### src/rtl/core/lbp_pkg.sv
package lbp_pkg;

  // widest append and most bytes one word can produce
  localparam int unsigned AppendMax = 32;
  localparam int unsigned MaxBytes  = 5;
  localparam int unsigned AccW      = 8 * MaxBytes;

  // one queued job: packed bytes, lowest byte first, and how many to send
  typedef struct packed {
    logic [AccW-1:0] data;
    logic [2:0]      nbytes;
  } lbp_entry_t;

  // front to queue
  typedef struct packed {
    logic       valid;
    lbp_entry_t entry;
  } lbp_push_t;

  // queue status seen by both sides
  typedef struct packed {
    logic full;
    logic empty;
  } lbp_fifo_stat_t;

  // low n bits set, all bits for n of 32 or more
  function automatic logic [31:0] low_mask(input logic [5:0] n);
    logic [31:0] m;
    if (n >= 6'(AppendMax)) begin
      m = '1;
    end else begin
      m = ~(32'hffff_ffff << n[4:0]);
    end
    return m;
  endfunction

endpackage

### src/rtl/core/lsb_first_bit_packer_core.sv
// LSB-first bit packer. Each input word appends the low in_bit_count bits
// (0 to 32; larger counts append nothing) of in_value above the 0 to 7 bits
// still pending and sends every completed byte, earlier bits in lower
// positions. in_flush also sends the zero-padded partial byte and clears
// the pending bits. The final byte of each input word has out_last set;
// a word that completes no byte sends nothing. The front stage merges a
// word combinationally and takes one word per cycle while the job queue of
// QUEUE_DEPTH entries has room; the back stage sends one byte per cycle,
// while out_stall is low, from its output register. A word that yields n
// bytes (0 to 5) holds the back stage until all n are sent; meanwhile the
// front stage keeps taking words into the queue. When the block is idle, the
// first byte of a word passes the job queue and the output register in turn.
module lsb_first_bit_packer_core #(
  parameter int unsigned QUEUE_DEPTH = 4
) (
  input  logic        clk,
  input  logic        rst_n,
  input  logic        in_valid,
  input  logic [31:0] in_value,
  input  logic [5:0]  in_bit_count,
  input  logic        in_flush,
  output logic        in_stall,
  output logic        out_valid,
  output logic [7:0]  out_byte,
  output logic        out_last,
  input  logic        out_stall
);

  lbp_pkg::lbp_push_t      push;
  lbp_pkg::lbp_entry_t     head;
  lbp_pkg::lbp_fifo_stat_t fifo_stat;
  logic                    pop;

  // merge and classify
  lbp_front u_front (
    .clk          (clk),
    .rst_n        (rst_n),
    .in_valid     (in_valid),
    .in_value     (in_value),
    .in_bit_count (in_bit_count),
    .in_flush     (in_flush),
    .in_stall     (in_stall),
    .fifo_stat    (fifo_stat),
    .push         (push)
  );

  // job queue
  lbp_fifo #(
    .DEPTH (QUEUE_DEPTH)
  ) u_fifo (
    .clk   (clk),
    .rst_n (rst_n),
    .push  (push),
    .pop   (pop),
    .head  (head),
    .stat  (fifo_stat)
  );

  // byte sender
  lbp_back u_back (
    .clk       (clk),
    .rst_n     (rst_n),
    .head      (head),
    .fifo_stat (fifo_stat),
    .pop       (pop),
    .out_valid (out_valid),
    .out_byte  (out_byte),
    .out_last  (out_last),
    .out_stall (out_stall)
  );

endmodule

### src/rtl/core/lbp_front.sv
module lbp_front (
  input  logic                   clk,
  input  logic                   rst_n,
  input  logic                   in_valid,
  input  logic [31:0]            in_value,
  input  logic [5:0]             in_bit_count,
  input  logic                   in_flush,
  output logic                   in_stall,
  input  lbp_pkg::lbp_fifo_stat_t fifo_stat,
  output lbp_pkg::lbp_push_t     push
);

  logic [6:0]  pend_bits_r, pend_bits_nxt;
  logic [2:0]  pend_cnt_r, pend_cnt_nxt;
  logic        accept;
  logic        append;
  logic [31:0] masked;
  logic [38:0] acc;
  logic [lbp_pkg::AccW-1:0] acc_ext;
  logic [5:0]  total;
  logic [2:0]  full_bytes;
  logic [2:0]  rem_bits;
  logic [2:0]  nbytes;

  assign in_stall = fifo_stat.full;
  assign accept   = in_valid && !in_stall;

  // merge the new bits above the pending ones
  always_comb begin
    append = (in_bit_count <= 6'(lbp_pkg::AppendMax));
    masked = in_value & lbp_pkg::low_mask(in_bit_count);
    acc    = {32'd0, pend_bits_r};
    total  = {3'd0, pend_cnt_r};
    if (append) begin
      acc   = acc | ({7'd0, masked} << pend_cnt_r);
      total = total + in_bit_count;
    end
    acc_ext    = {{(lbp_pkg::AccW-39){1'b0}}, acc};
    full_bytes = total[5:3];
    rem_bits   = total[2:0];
    nbytes     = full_bytes + {2'd0, (in_flush && (rem_bits != 3'd0))};
  end

  // leftover bits stay pending unless flushed
  always_comb begin
    if (in_flush) begin
      pend_bits_nxt = '0;
      pend_cnt_nxt  = '0;
    end else begin
      pend_bits_nxt = acc_ext[{full_bytes, 3'd0} +: 7];
      pend_cnt_nxt  = rem_bits;
    end
  end

  // words that produce no byte are not queued
  always_comb begin
    push.valid        = accept && (nbytes != 3'd0);
    push.entry.data   = acc_ext;
    push.entry.nbytes = nbytes;
  end

  always_ff @(posedge clk) begin
    if (!rst_n) begin
      pend_bits_r <= '0;
      pend_cnt_r  <= '0;
    end else if (accept) begin
      pend_bits_r <= pend_bits_nxt;
      pend_cnt_r  <= pend_cnt_nxt;
    end
  end

endmodule

### src/rtl/core/lbp_fifo.sv
module lbp_fifo #(
  parameter int unsigned DEPTH = 4
) (
  input  logic                    clk,
  input  logic                    rst_n,
  input  lbp_pkg::lbp_push_t      push,
  input  logic                    pop,
  output lbp_pkg::lbp_entry_t     head,
  output lbp_pkg::lbp_fifo_stat_t stat
);

  localparam int unsigned PtrW = (DEPTH > 1) ? $clog2(DEPTH) : 1;
  localparam int unsigned CntW = $clog2(DEPTH + 1);

  lbp_pkg::lbp_entry_t mem_r [DEPTH];
  logic [PtrW-1:0] wr_ptr_r, wr_ptr_nxt;
  logic [PtrW-1:0] rd_ptr_r, rd_ptr_nxt;
  logic [CntW-1:0] cnt_r, cnt_nxt;
  logic            do_push;
  logic            do_pop;

  assign stat.full  = (cnt_r == CntW'(DEPTH));
  assign stat.empty = (cnt_r == '0);
  assign head       = mem_r[rd_ptr_r];
  assign do_push    = push.valid && !stat.full;
  assign do_pop     = pop && !stat.empty;

  // pointer wrap and occupancy
  always_comb begin
    wr_ptr_nxt = wr_ptr_r;
    rd_ptr_nxt = rd_ptr_r;
    cnt_nxt    = cnt_r;
    if (do_push) begin
      wr_ptr_nxt = (wr_ptr_r == PtrW'(DEPTH - 1)) ? '0 : wr_ptr_r + 1'b1;
    end
    if (do_pop) begin
      rd_ptr_nxt = (rd_ptr_r == PtrW'(DEPTH - 1)) ? '0 : rd_ptr_r + 1'b1;
    end
    if (do_push && !do_pop) begin
      cnt_nxt = cnt_r + 1'b1;
    end else if (do_pop && !do_push) begin
      cnt_nxt = cnt_r - 1'b1;
    end
  end

  always_ff @(posedge clk) begin
    if (!rst_n) begin
      wr_ptr_r <= '0;
      rd_ptr_r <= '0;
      cnt_r    <= '0;
    end else begin
      wr_ptr_r <= wr_ptr_nxt;
      rd_ptr_r <= rd_ptr_nxt;
      cnt_r    <= cnt_nxt;
    end
  end

  // entry storage
  always_ff @(posedge clk) begin
    if (do_push) begin
      mem_r[wr_ptr_r] <= push.entry;
    end
  end

endmodule

### src/rtl/core/lbp_back.sv
module lbp_back (
  input  logic                    clk,
  input  logic                    rst_n,
  input  lbp_pkg::lbp_entry_t     head,
  input  lbp_pkg::lbp_fifo_stat_t fifo_stat,
  output logic                    pop,
  output logic                    out_valid,
  output logic [7:0]              out_byte,
  output logic                    out_last,
  input  logic                    out_stall
);

  logic [lbp_pkg::AccW-1:0] cur_data_r, cur_data_nxt;
  logic [2:0]               cur_left_r, cur_left_nxt;
  logic                     cur_valid_r, cur_valid_nxt;
  logic                     taken;
  logic                     load;

  assign out_valid = cur_valid_r;
  assign out_byte  = cur_data_r[7:0];
  assign out_last  = (cur_left_r == 3'd1);
  assign taken     = cur_valid_r && !out_stall;
  assign load      = !cur_valid_r || (taken && out_last);
  assign pop       = load && !fifo_stat.empty;

  // shift out one byte per byte taken, refill from the queue after the last
  always_comb begin
    cur_data_nxt  = cur_data_r;
    cur_left_nxt  = cur_left_r;
    cur_valid_nxt = cur_valid_r;
    if (load) begin
      cur_valid_nxt = !fifo_stat.empty;
      cur_data_nxt  = head.data;
      cur_left_nxt  = head.nbytes;
    end else if (taken) begin
      cur_data_nxt = cur_data_r >> 8;
      cur_left_nxt = cur_left_r - 1'b1;
    end
  end

  always_ff @(posedge clk) begin
    if (!rst_n) begin
      cur_valid_r <= 1'b0;
      cur_left_r  <= '0;
    end else begin
      cur_valid_r <= cur_valid_nxt;
      cur_left_r  <= cur_left_nxt;
    end
  end

  always_ff @(posedge clk) begin
    cur_data_r <= cur_data_nxt;
  end

endmodule

### config.mk
export PLATFORM = sky130hd
export DESIGN_NAME = lsb_first_bit_packer_core
export DESIGN_NICKNAME = d
export VERILOG_FILES = /design/src/rtl/core/lbp_pkg.sv /design/src/rtl/core/lsb_first_bit_packer_core.sv /design/src/rtl/core/lbp_front.sv /design/src/rtl/core/lbp_fifo.sv /design/src/rtl/core/lbp_back.sv
export SDC_FILE = /design/constraint.sdc
export NUM_CORES = 1
export LEC_CHECK = 0
export BUFFER_PORTS_ARGS = -buffer_cell sky130_fd_sc_hd__buf_2
export CORE_UTILIZATION = 55
export DETAILED_ROUTE_END_ITERATION = 8
export PLACE_DENSITY = 0.84
export SETUP_SLACK_MARGIN = 0.05
export SYNTH_ARGS = -nofsm -noshare
export SYNTH_HDL_FRONTEND = slang
export SYNTH_HIERARCHICAL = 1
export SYNTH_SLANG_ARGS = --single-unit
### constraint.sdc
create_clock -name clk -period 5 [get_ports clk]
set_input_delay 0.75 -clock clk [delete_from_list [all_inputs] [get_ports clk]]
set_output_delay 0.75 -clock clk [all_outputs]
set_load 0.005 [all_outputs]
==> flow_summary.json, run 1 <==
{
  "outcome": "complete, no violations",
  "pwr_density_cell_nw_per_um2": 445,
  "tns_ns": 0,
  "place_hpwl_mm": 18.1,
  "rr_worst_depth": 18,
  "final-setup-viol-count": 0,
  "p_leak_nw": 4.43,
  "vias_per_cell": 6.65,
  "start_util": 0.560,
  "r2r-start": "u_front/pend_cnt_r[1]",
  "grt_max_degree": 59,
  "cp_max_fo": 10,
  "fin_crit_ns": 4.15,
  "syn_area_um2": 11800,
  "cts.path.max_buffers": 3,
  "core.rowCount": 53,
  "slew_headroom": 0.303,
  "clk_latency_ns": 0.52,
  "dp_slack_ns": 0.585,
  "finalCritPeriodShare": 0.831,
  "ys.flop_type": "edfxtp_1",
  "synth_top_family_by_area": "multiplexers",
  "numCtsBuffers": 23,
  "drc": 0,
  "finalNetCount": 934,
  "synth_compound_area_frac": 0.122,
  "crit_chain": "ha_1, a21o_1, a21oi_1, xnor2_1, nand2_1, clkinv_1, ha_1, ha_1, xnor2_1, nor3_1, nor2_1, nor2b_1, ha_1, inv_1, fa_1, xor2_1, or3_1, a21boi_0",
  "hold_viol_final": 0,
  "arrival_ns": 4.59,
  "dr.first_iter.drc_count": 911,
  "synth_cell_type_count": 87,
  "routed_wl_mm": 27.1,
  "slew_violations": 0,
  "dp_cells": 1126,
  "die_height_um": 148,
  "crit_top_cell": "ha_1",
  "drive_gt1_frac": 0.258,
  "fin_area_um2": 12900,
  "yosys.area_share.simple": 0.0892,
  "gp_congestion": 0.929,
  "ios": 54,
  "antenna_found_initial": 1,
  "hold-path-cell-count": 2,
  "clkSinkCount": 235,
  "finClkSkew_ns": 0.0164,
  "synth-seq-cells": 235,
  "placed_cell_area_um2": 12200,
  "worstHoldEndpoint": "u_back/cur_left_r[1]",
  "synth_area_leaders": "edfxtp_1, mux4_2, dfxtp_1",
  "layoutNonFillerInstCount": 1167,
  "syn_area_per_cell_um2": 13.9,
  "avgRoutedWirePerCell_um": 23.3,
  "hold_class": "reg2reg",
  "r2r_slack_ns": 0.85,
  "vias": 7757,
  "synth_top_cell_area_share": 0.541,
  "htree_levels": 1,
  "dr.pass1.iters": 7,
  "mappedNetlistNets": 904,
  "crit_path_top_delay_cell": "dfxtp_1",
  "post_cts_buffers": 0,
  "cts.clk_slew.worst_paths_ns": 0.06,
  "worst_slew_pin_slew_ns": 1.04,
  "cts_tree": "yes",
  "gr-total-overflow": 0,
  "synth_top_area_cell": "edfxtp_1",
  "cp-start-kind": "flop",
  "yosysSeqAreaShare": 0.580,
  "ys_top_cells_by_count": "edfxtp_1, nand2_1, mux4_2",
  "cts_resized": 0,
  "critPathKind": "reg2reg",
  "grt_pass1_wl_mm": 41.9,
  "synthMuxAreaShare": 0.141,
  "grt.total_usage": 0.253,
  "critPathCaptureType": "flop",
  "r2r-end": "u_fifo/cnt_r[2]",
  "synth_edf_count": 212,
  "fmax_mhz": 241,
  "yosysWarnings": 6,
  "crit_required_ns": 5.43,
  "ir_drop_mv": 0.351,
  "setup_ws_ns": 0.847,
  "die_w_um": 148,
  "synth.most_common_cell": "edfxtp_1",
  "antenna_cells": 0,
  "coreArea_um2": 21000,
  "rsz0062_at_grt": "false",
  "port_buffers": 53,
  "critPathMaxStageDelay_ns": 0.55,
  "synth_xor_area_frac": 0.00446,
  "syn_inst": 846,
  "grt_pass1_vias": 7378,
  "drv_cap": 0,
  "dieArea_um2": 22000,
  "ctsHoldBuffers": 0,
  "antenna_left": 0,
  "syn2layout_area_growth_pct": 9.78,
  "synthAdderAreaFrac": 0.0172,
  "synthArstFlopShare": 0,
  "cts_root_buf": "clkbuf_16",
  "hold_path.startpoint": "u_back/cur_left_r[1]"
}
## per-layer routing
layer  part of all wire  wire (um)  track usage
met1               0.40      10900        0.346
met5                  0          0            0
met3              0.095       2590       0.0494
met2               0.47      12700        0.401
met4              0.037        998        0.104
## power by group
| part | switching, mW | total (mW) | leakage, nW | internal (mW) |
|---|---|---|---|---|
| combinational | 0.713 | 1.32 | 1.82 | 0.611 |
| sequential | 0.144 | 2.72 | 2.23 | 2.58 |
| clock | 0.695 | 1.71 | 0.377 | 1.01 |
## cell usage in the layout (no fill, tap or decap), types with 5 or more instances in the layout
| cell | instances |
|---|---|
| a211oi_1 | 12 |
| a21oi_1 | 23 |
| a22oi_1 | 10 |
| a31oi_1 | 9 |
| and2_1 | 21 |
| and3_1 | 5 |
| buf_2 | 53 |
| buf_4 | 25 |
| clkbuf_1 | 5 |
| clkbuf_16 | 23 |
| clkinv_2 | 5 |
| dfxtp_1 | 20 |
| edfxtp_1 | 212 |
| ha_1 | 13 |
| inv_1 | 18 |
| mux2_2 | 37 |
| mux2i_1 | 17 |
| mux4_2 | 44 |
| nand2_1 | 47 |
| nand3_1 | 23 |
| nand4_1 | 10 |
| nor2_1 | 34 |
| nor2b_1 | 10 |
| nor3_1 | 19 |
| o211ai_1 | 22 |
| o21ai_0 | 25 |
| o22ai_1 | 8 |
| o31ai_1 | 5 |
## area by class of cell
cell class,instances,area (um^2)
Inverter,21,78.8
Tap cell,275,344
Clock inverter,9,109
Sequential cell,235,6830
Timing Repair Buffer,80,493
Clock buffer,32,649
Multi-Input combinational cell,515,4420
Fill cell,1489,8100
## logic make-up after synthesis
| logic type | Yosys count |
|---|---|
| compound gates | 192 |
| buf+inv | 96 |
| other cells | 1 |
| fa+ha+maj | 15 |
| flops | 235 |
| xor+xnor | 6 |
| simple gates | 200 |
| mux | 101 |
## per-stage QoR
step / util / power, mW / hold WS (ns)
after floorplan: - / 3.75 / 0.448
after global placement: 0.579 / 3.98 / 0.460
after detailed placement: 0.579 / 4.06 / 0.471
after CTS: 0.615 / 5.78 / 0.479
after global routing: 0.615 / 5.98 / 0.495
final: 0.615 / 5.75 / 0.482
## how the worst max path moves through the flow
stage	startpoint	endpoint	slack, ns	depth (start not counted)
after global placement	in_bit_count[1]	u_fifo/cnt_r[2]	0.71	19
after detailed placement	in_bit_count[1]	u_fifo/cnt_r[2]	0.58	19
after CTS	u_front/pend_cnt_r[1]	u_fifo/cnt_r[2]	0.85	18
after floorplan	in_bit_count[1]	u_fifo/mem_r[0][0]	0.26	15
final	u_front/pend_cnt_r[1]	u_fifo/cnt_r[2]	0.85	18
after global routing	u_front/pend_cnt_r[1]	u_fifo/cnt_r[2]	0.55	18
## worst max-delay path, delay by kind of cell (launching register included)
kind	cells	cell delay, ns
adders and majority gates	5	1.29
and+or+nand+nor	5	0.85
xor gates and xnor gates	3	0.53
DFF	1	0.55
buffers and inverters	2	0.15
AOI/OAI and AO/OA	3	0.71
## registers in the layout, indices dropped and copies added, names as in the netlist, named ones only
name,count
u_fifo/rd_ptr_r,2
u_fifo/cnt_r,3
u_back/cur_data_r,40
u_fifo/wr_ptr_r,2
u_fifo/mem_r,172
u_back/cur_left_r,3
u_front/pend_bits_r,7
u_front/pend_cnt_r,3
u_back/out_valid,1
Note: power is estimated with default switching activity, not from simulation.
==> run 2: changes to the inputs <==
--- a/config.mk
+++ b/config.mk
@@ -5,6 +5,7 @@
 export SDC_FILE = /design/constraint.sdc
 export NUM_CORES = 1
 export LEC_CHECK = 0
+export ABC_AREA = 1
 export BUFFER_PORTS_ARGS = -buffer_cell sky130_fd_sc_hd__buf_2
 export CORE_UTILIZATION = 55
 export DETAILED_ROUTE_END_ITERATION = 8
==> constraint.sdc (replaced) <==
create_clock -name clk -period 3.8 [get_ports clk]
set_input_delay 0.57 -clock clk [delete_from_list [all_inputs] [get_ports clk]]
set_output_delay 0.57 -clock clk [all_outputs]
set_load 0.005 [all_outputs]
==> flow_summary.json, run 2 <==
{
  "synth_cell_type_count": 37,
  "grt_pass1_vias": 8674,
  "vias_per_cell": 5.98,
  "vias": 9242,
  "drc": 0,
  "synthArstFlopShare": 0,
  "post_cts_buffers": 0,
  "clk_latency_ns": 0.50,
  "critPathMaxStageDelay_ns": 0.43,
  "arrival_ns": 3.99,
  "critPathCaptureType": "flop",
  "gr-total-overflow": 0,
  "outcome": "complete, no violations",
  "power.total_mw": 8.46,
  "top_register": "u_fifo/mem_r",
  "die_w_um": 147,
  "finClkSkew_ns": 0.0104,
  "nFillCells": 1553,
  "synth_top_area_cell": "edfxtp_1",
  "fmax_mhz": 279,
  "drv_cap": 0,
  "htree_levels": 1,
  "synth.most_common_cell": "nand3_1",
  "crit_required_ns": 4.20,
  "slew_violations": 0,
  "multi_input_area_um2": 4020,
  "drive_gt1_frac": 0.134,
  "coreArea_um2": 20400,
  "mostFrequentLayoutCell": "nand3_1",
  "final-setup-viol-count": 0,
  "layout_common_cells": "nand3_1, nand2_1, edfxtp_1",
  "final-seq-area_um2": 6830,
  "yosysSeqAreaShare": 0.590,
  "start_util": 0.566,
  "grt_pass1_wl_mm": 46.3,
  "ios": 54,
  "syn2layout_area_growth_pct": 11.8,
  "syn_inst": 1207,
  "holdWs_ns": 0.399,
  "finalCritPeriodShare": 0.945,
  "p_leak_nw": 5.13,
  "worst_slew_pin_slew_ns": 0.918,
  "met3_usage": 0.0416,
  "port_buffers": 53,
  "cts_root_buf": "clkbuf_16",
  "dp_slack_ns": -0.162,
  "hold_class": "in2reg",
  "ys.flop_type": "edfxtp_1",
  "hold_viol_final": 0,
  "cp_max_fo": 2,
  "largest_register_ffs": 172,
  "finalNetCount": 1320,
  "gp_congestion": 0.944,
  "crit_chain": "ha_2, fa_2, or2_2, nand3_1, o21ai_1, o21a_1, ha_1, ha_2, xor2_2, o31ai_1, buf_4, inv_1, nand2_4, inv_1, ha_1, inv_1, fa_1, o21ai_1, nor2_1",
  "yosysWarnings": 6,
  "rsz0062_at_grt": "false",
  "routed_wl_mm": 29.6,
  "slew_headroom": 0.388,
  "crit_top_cell": "inv_1",
  "avgRoutedWirePerCell_um": 19.2,
  "dr.first_iter.drc_count": 1265,
  "numCtsBuffers": 23,
  "ys_top_cells_by_count": "nand3_1, nand2_1, edfxtp_1",
  "crit_buf_inv": 4,
  "synth_area_leaders": "edfxtp_1, nand3_1, nand2_1",
  "met1_usage": 0.375,
  "die_height_um": 147,
  "grt_max_degree": 87,
  "dr.pass1.iters": 5,
  "met2_usage": 0.456,
  "ir_drop_mv": 0.352,
  "synth_top_cell_area_share": 0.551,
  "critPathKind": "reg2reg",
  "reg.largest.list": "u_fifo/mem_r: 172 flops, u_back/cur_data_r: 40 flops, u_front/pend_bits_r: 7 flops",
  "clkSinkCount": 235,
  "cts.path.max_buffers": 3,
  "core.rowCount": 52,
  "place_hpwl_mm": 19.9,
  "grt.busiest_layer": "met2",
  "antenna_left": 0,
  "setup_ws_ns": 0.210,
  "pwr_density_cell_nw_per_um2": 654,
  "syn_area_um2": 11600,
  "cts_tree": "yes",
  "dieArea_um2": 21600,
  "antenna_found_initial": 0,
  "syn_area_per_cell_um2": 9.58,
  "grt.total_usage": 0.277,
  "synth_edf_count": 212,
  "mappedNetlistNets": 1265,
  "fin_crit_ns": 3.59,
  "crit_family": "adder cells",
  "cp-start-kind": "flop",
  "synth-seq-cells": 235,
  "cts.clk_slew.worst_paths_ns": 0.06,
  "crit_path_top_delay_cell": "fa_1",
  "antenna_cells": 0
}
-- run 2: cell count changes in the layout (fill, tap and decap cells not counted), sizes merged, moves of 47 or more --
cell / delta
inv: +56
mux4: -47
nand2: +176
nand3: +203
nor2: +112
o21ai: +72
-- run 2: cell families (layout without fill, tap and decap cells) --
| kind of cell | Yosys count | in the layout | share of synthesized area |
|---|---|---|---|
| other | 1 | 1 | 0.000324 |
| buffers and inverters | 154 | 223 | 0.0665 |
| XOR/XNOR | 1 | 1 | 0.000758 |
| adder cells (fa/ha/maj) | 15 | 15 | 0.0175 |
| AO/OA/AOI/OAI | 176 | 176 | 0.0842 |
| flip-flops | 235 | 235 | 0.590 |
| AND/OR/NAND/NOR | 625 | 625 | 0.240 |
-- run 2: layer usage --
layer / wire (um) / vias to the layer above
met5: 0 / -
met2: 14200 / 534
met3: 2720 / 69
met4: 984 / 0
met1: 11700 / 4306
li1: - / 4333
-- run 2: timing repair --
action	4_1_cts	5_1_grt
hold buffers	0	0
gates resized for setup	0	0
setup endpoints to repair	0	1
-- run 2: through the flow --
| stage | utilization | TNS (ns) | area (um^2) | cells |
|---|---|---|---|---|
| 3_3_place_gp | 0.601 | -0.163 | 12300 | 1507 |
| 2_1_floorplan | - | 0 | 11600 | 1207 |
| 4_1_cts | 0.633 | 0 | 12900 | 1546 |
| 6_report | 0.633 | 0 | 12900 | 1546 |
| 5_1_grt | 0.633 | 0 | 12900 | 1546 |
| 3_5_place_dp | 0.601 | -0.284 | 12300 | 1507 |
-- run 2: tightest hold or removal path: cells and delay by family --
kind            cells  cell delay, ns
buf+inv             1            0.09
simple gates        2            0.12
compound gates      1            0.06
-- run 2: final timing paths --
check / endpoint / cells past startpoint / slack (ns) / start
worst min-delay path: u_front/pend_cnt_r[2] / 4 / 0.40 / in_flush
worst max register to register: u_fifo/cnt_r[1] / 19 / 0.21 / u_front/pend_cnt_r[0]
worst max-delay path: u_fifo/cnt_r[1] / 19 / 0.21 / u_front/pend_cnt_r[0]
worst min register to register: u_front/pend_bits_r[4] / 2 / 0.47 / u_front/pend_bits_r[4]
-- run 2: cell type report --
cell class                 count  area share
clock inverter                 6     0.00261
clock buffer                  33      0.0482
sequential                   235       0.528
inverter                      81      0.0236
timing repair buffer         103      0.0602
multi-input combinational    818       0.311
tap                          270      0.0261
-- run 2: power by group --
part / total [mW] / switching (mW) / internal [mW]
Clock: 2.02 / 0.888 / 1.14
Sequential: 3.61 / 0.151 / 3.46
Combinational: 2.82 / 1.94 / 0.886
==> run 3: changes to the inputs <==
--- a/config.mk
+++ b/config.mk
@@ -9,7 +9,7 @@
 export BUFFER_PORTS_ARGS = -buffer_cell sky130_fd_sc_hd__buf_2
 export CORE_UTILIZATION = 55
 export DETAILED_ROUTE_END_ITERATION = 8
-export PLACE_DENSITY = 0.84
+export PLACE_DENSITY = 0.82
 export SETUP_SLACK_MARGIN = 0.05
 export SYNTH_ARGS = -nofsm -noshare
 export SYNTH_HDL_FRONTEND = slang
==> constraint.sdc (replaced) <==
create_clock -name clk -period 4.6 [get_ports clk]
set_input_delay 0.69 -clock clk [delete_from_list [all_inputs] [get_ports clk]]
set_output_delay 0.69 -clock clk [all_outputs]
set_load 0.005 [all_outputs]
==> flow_summary.json, run 3 (synthesis gave the netlist of run 2 again) <==
{
  "critPathCaptureType": "flop",
  "cp_max_fo": 25,
  "crit_chain": "ha_1, fa_1, or2_2, nand3_1, o21ai_0, o21a_1, ha_1, ha_1, xor2_1, o31ai_1, inv_1, nand2_1, nor2_4, buf_4",
  "rsz0062_at_grt": "false",
  "crit_buf_inv": 2,
  "ctsHoldBuffers": 0,
  "cp-start-kind": "flop",
  "grt_max_degree": 87,
  "numCtsBuffers": 24,
  "nFillCells": 1658,
  "gr-total-overflow": 0,
  "hold_viol_final": 0,
  "core.rowCount": 52,
  "drive_gt1_frac": 0.113,
  "clk_latency_ns": 0.52,
  "port_buffers": 53,
  "slew_headroom": 0.408,
  "clkSinkCount": 235,
  "dieArea_um2": 21600,
  "die_w_um": 147,
  "cts.path.max_buffers": 3,
  "fmax_mhz": 245,
  "crit_top_cell": "ha_1",
  "gp_congestion": 0.949,
  "arrival_ns": 4.29,
  "cts_root_buf": "clkbuf_16",
  "antenna_found_initial": 0,
  "intPower_mw": 4.57,
  "dr.first_iter.drc_count": 1114,
  "drv_cap": 0,
  "fin_crit_ns": 4.08,
  "crit_required_ns": 4.81,
  "die_height_um": 147,
  "ir_drop_mv": 0.282,
  "slew_violations": 0,
  "post_cts_buffers": 0,
  "vias_per_cell": 5.90,
  "mostFrequentLayoutCell": "nand3_1",
  "worst_slew_pin_slew_ns": 0.888,
  "crit_path_top_delay_cell": "nor2_4",
  "pwr_density_cell_nw_per_um2": 554,
  "p_clk_frac": 0.261,
  "p_leak_nw": 5.01,
  "utilization": 0.619,
  "cts_tree": "yes",
  "power.total_mw": 7.00,
  "comb_power_share": 0.307,
  "cts_resized": 0,
  "fin_area_um2": 12600,
  "final-setup-viol-count": 0,
  "placed_cell_area_um2": 11900,
  "grt_pass1_vias": 8532,
  "p_sw_mw": 2.43,
  "antenna_left": 0,
  "place_hpwl_mm": 18.8,
  "critPathKind": "reg2reg",
  "cts.clk_slew.worst_paths_ns": 0.06,
  "vias": 8969,
  "grt_pass1_wl_mm": 43.8,
  "grt.total_usage": 0.265,
  "largest_register_ffs": 172,
  "layout_common_cells": "nand3_1, nand2_1, edfxtp_1",
  "avgRoutedWirePerCell_um": 18.7,
  "outcome": "complete, no violations",
  "htree_levels": 1,
  "holdWs_ns": 0.469,
  "crit_family": "simple AND/OR/NAND/NOR gates",
  "reg.largest.list": "u_fifo/mem_r: 172 flops, u_back/cur_data_r: 40 flops, u_front/pend_bits_r: 7 flops",
  "hold_class": "reg2reg",
  "finalCritPeriodShare": 0.887,
  "power.share.switching": 0.347,
  "top_register": "u_fifo/mem_r",
  "dr.pass1.iters": 5,
  "ios": 54,
  "syn2layout_area_growth_pct": 9.28,
  "critPathMaxStageDelay_ns": 0.65,
  "drc": 0,
  "routed_wl_mm": 28.5,
  "p_seq_frac": 0.431,
  "finClkSkew_ns": 0.0105,
  "finalNetCount": 1291,
  "antenna_cells": 0,
  "coreArea_um2": 20400,
  "tns_ns": 0,
  "start_util": 0.566
}
-- run 3: changes by cell type in the layout (fill, tap and decap cells not counted), sizes merged --
cell	delta
clkbuf	-2
clkinvlp	-1
buf	-30
clkinv	+6
bufinv	+1
-- run 3: area by class of cell --
type | count | area (um^2) | area share
Sequential cell | 235 | 6830 | 0.540
Multi-Input combinational cell | 818 | 4000 | 0.317
Clock buffer | 31 | 648 | 0.0513
Timing Repair Buffer | 73 | 428 | 0.0339
Tap cell | 270 | 338 | 0.0267
Inverter | 81 | 305 | 0.0242
Clock inverter | 12 | 90.1 | 0.00713
-- run 3: per-layer routing --
| layer | up-vias | wire (um) | track usage |
|---|---|---|---|
| li1 | 4277 | - | - |
| met1 | 4146 | 11600 | 0.350 |
| met2 | 478 | 13600 | 0.441 |
| met3 | 68 | 2430 | 0.0441 |
| met4 | 0 | 790 | 0.0979 |
| met5 | - | 0 | 0 |
-- run 3: path summary, 6_finish.rpt --
kind,start,end,slack (ns),cells after the start
max reg2reg,u_front/pend_cnt_r[0],u_fifo/mem_r[2][12],0.52,14
min reg2reg,u_front/pend_bits_r[6],u_front/pend_bits_r[6],0.47,2
max,u_front/pend_cnt_r[0],u_fifo/mem_r[2][12],0.52,14
min,u_front/pend_bits_r[6],u_front/pend_bits_r[6],0.47,2
-- run 3: power groups by stage --
stage                     clock network, mW  registers, mW  logic, mW
after floorplan                           0           3.00       1.66
after global placement                    0           3.05       2.04
after detailed placement                  0           3.06       2.11
after CTS                              1.85           3.02       2.13
after global routing                   1.92           3.05       2.41
final                                  1.83           3.02       2.15
-- run 3: worst min-delay path: cells and delay by family, from the launching register on --
kind             cells  cell delay [ns]
AND/OR/NAND/NOR      1             0.06
flip-flops           1             0.31
AO/OA/AOI/OAI        1             0.05
-- run 3: metrics by stage --
step | std cells | setup slack (ns)
floorplan | 1207 | -0.509
global placement | 1477 | 0.0616
detailed placement | 1477 | -0.0276
CTS | 1520 | 0.490
global route | 1520 | 0.258
finish | 1520 | 0.518
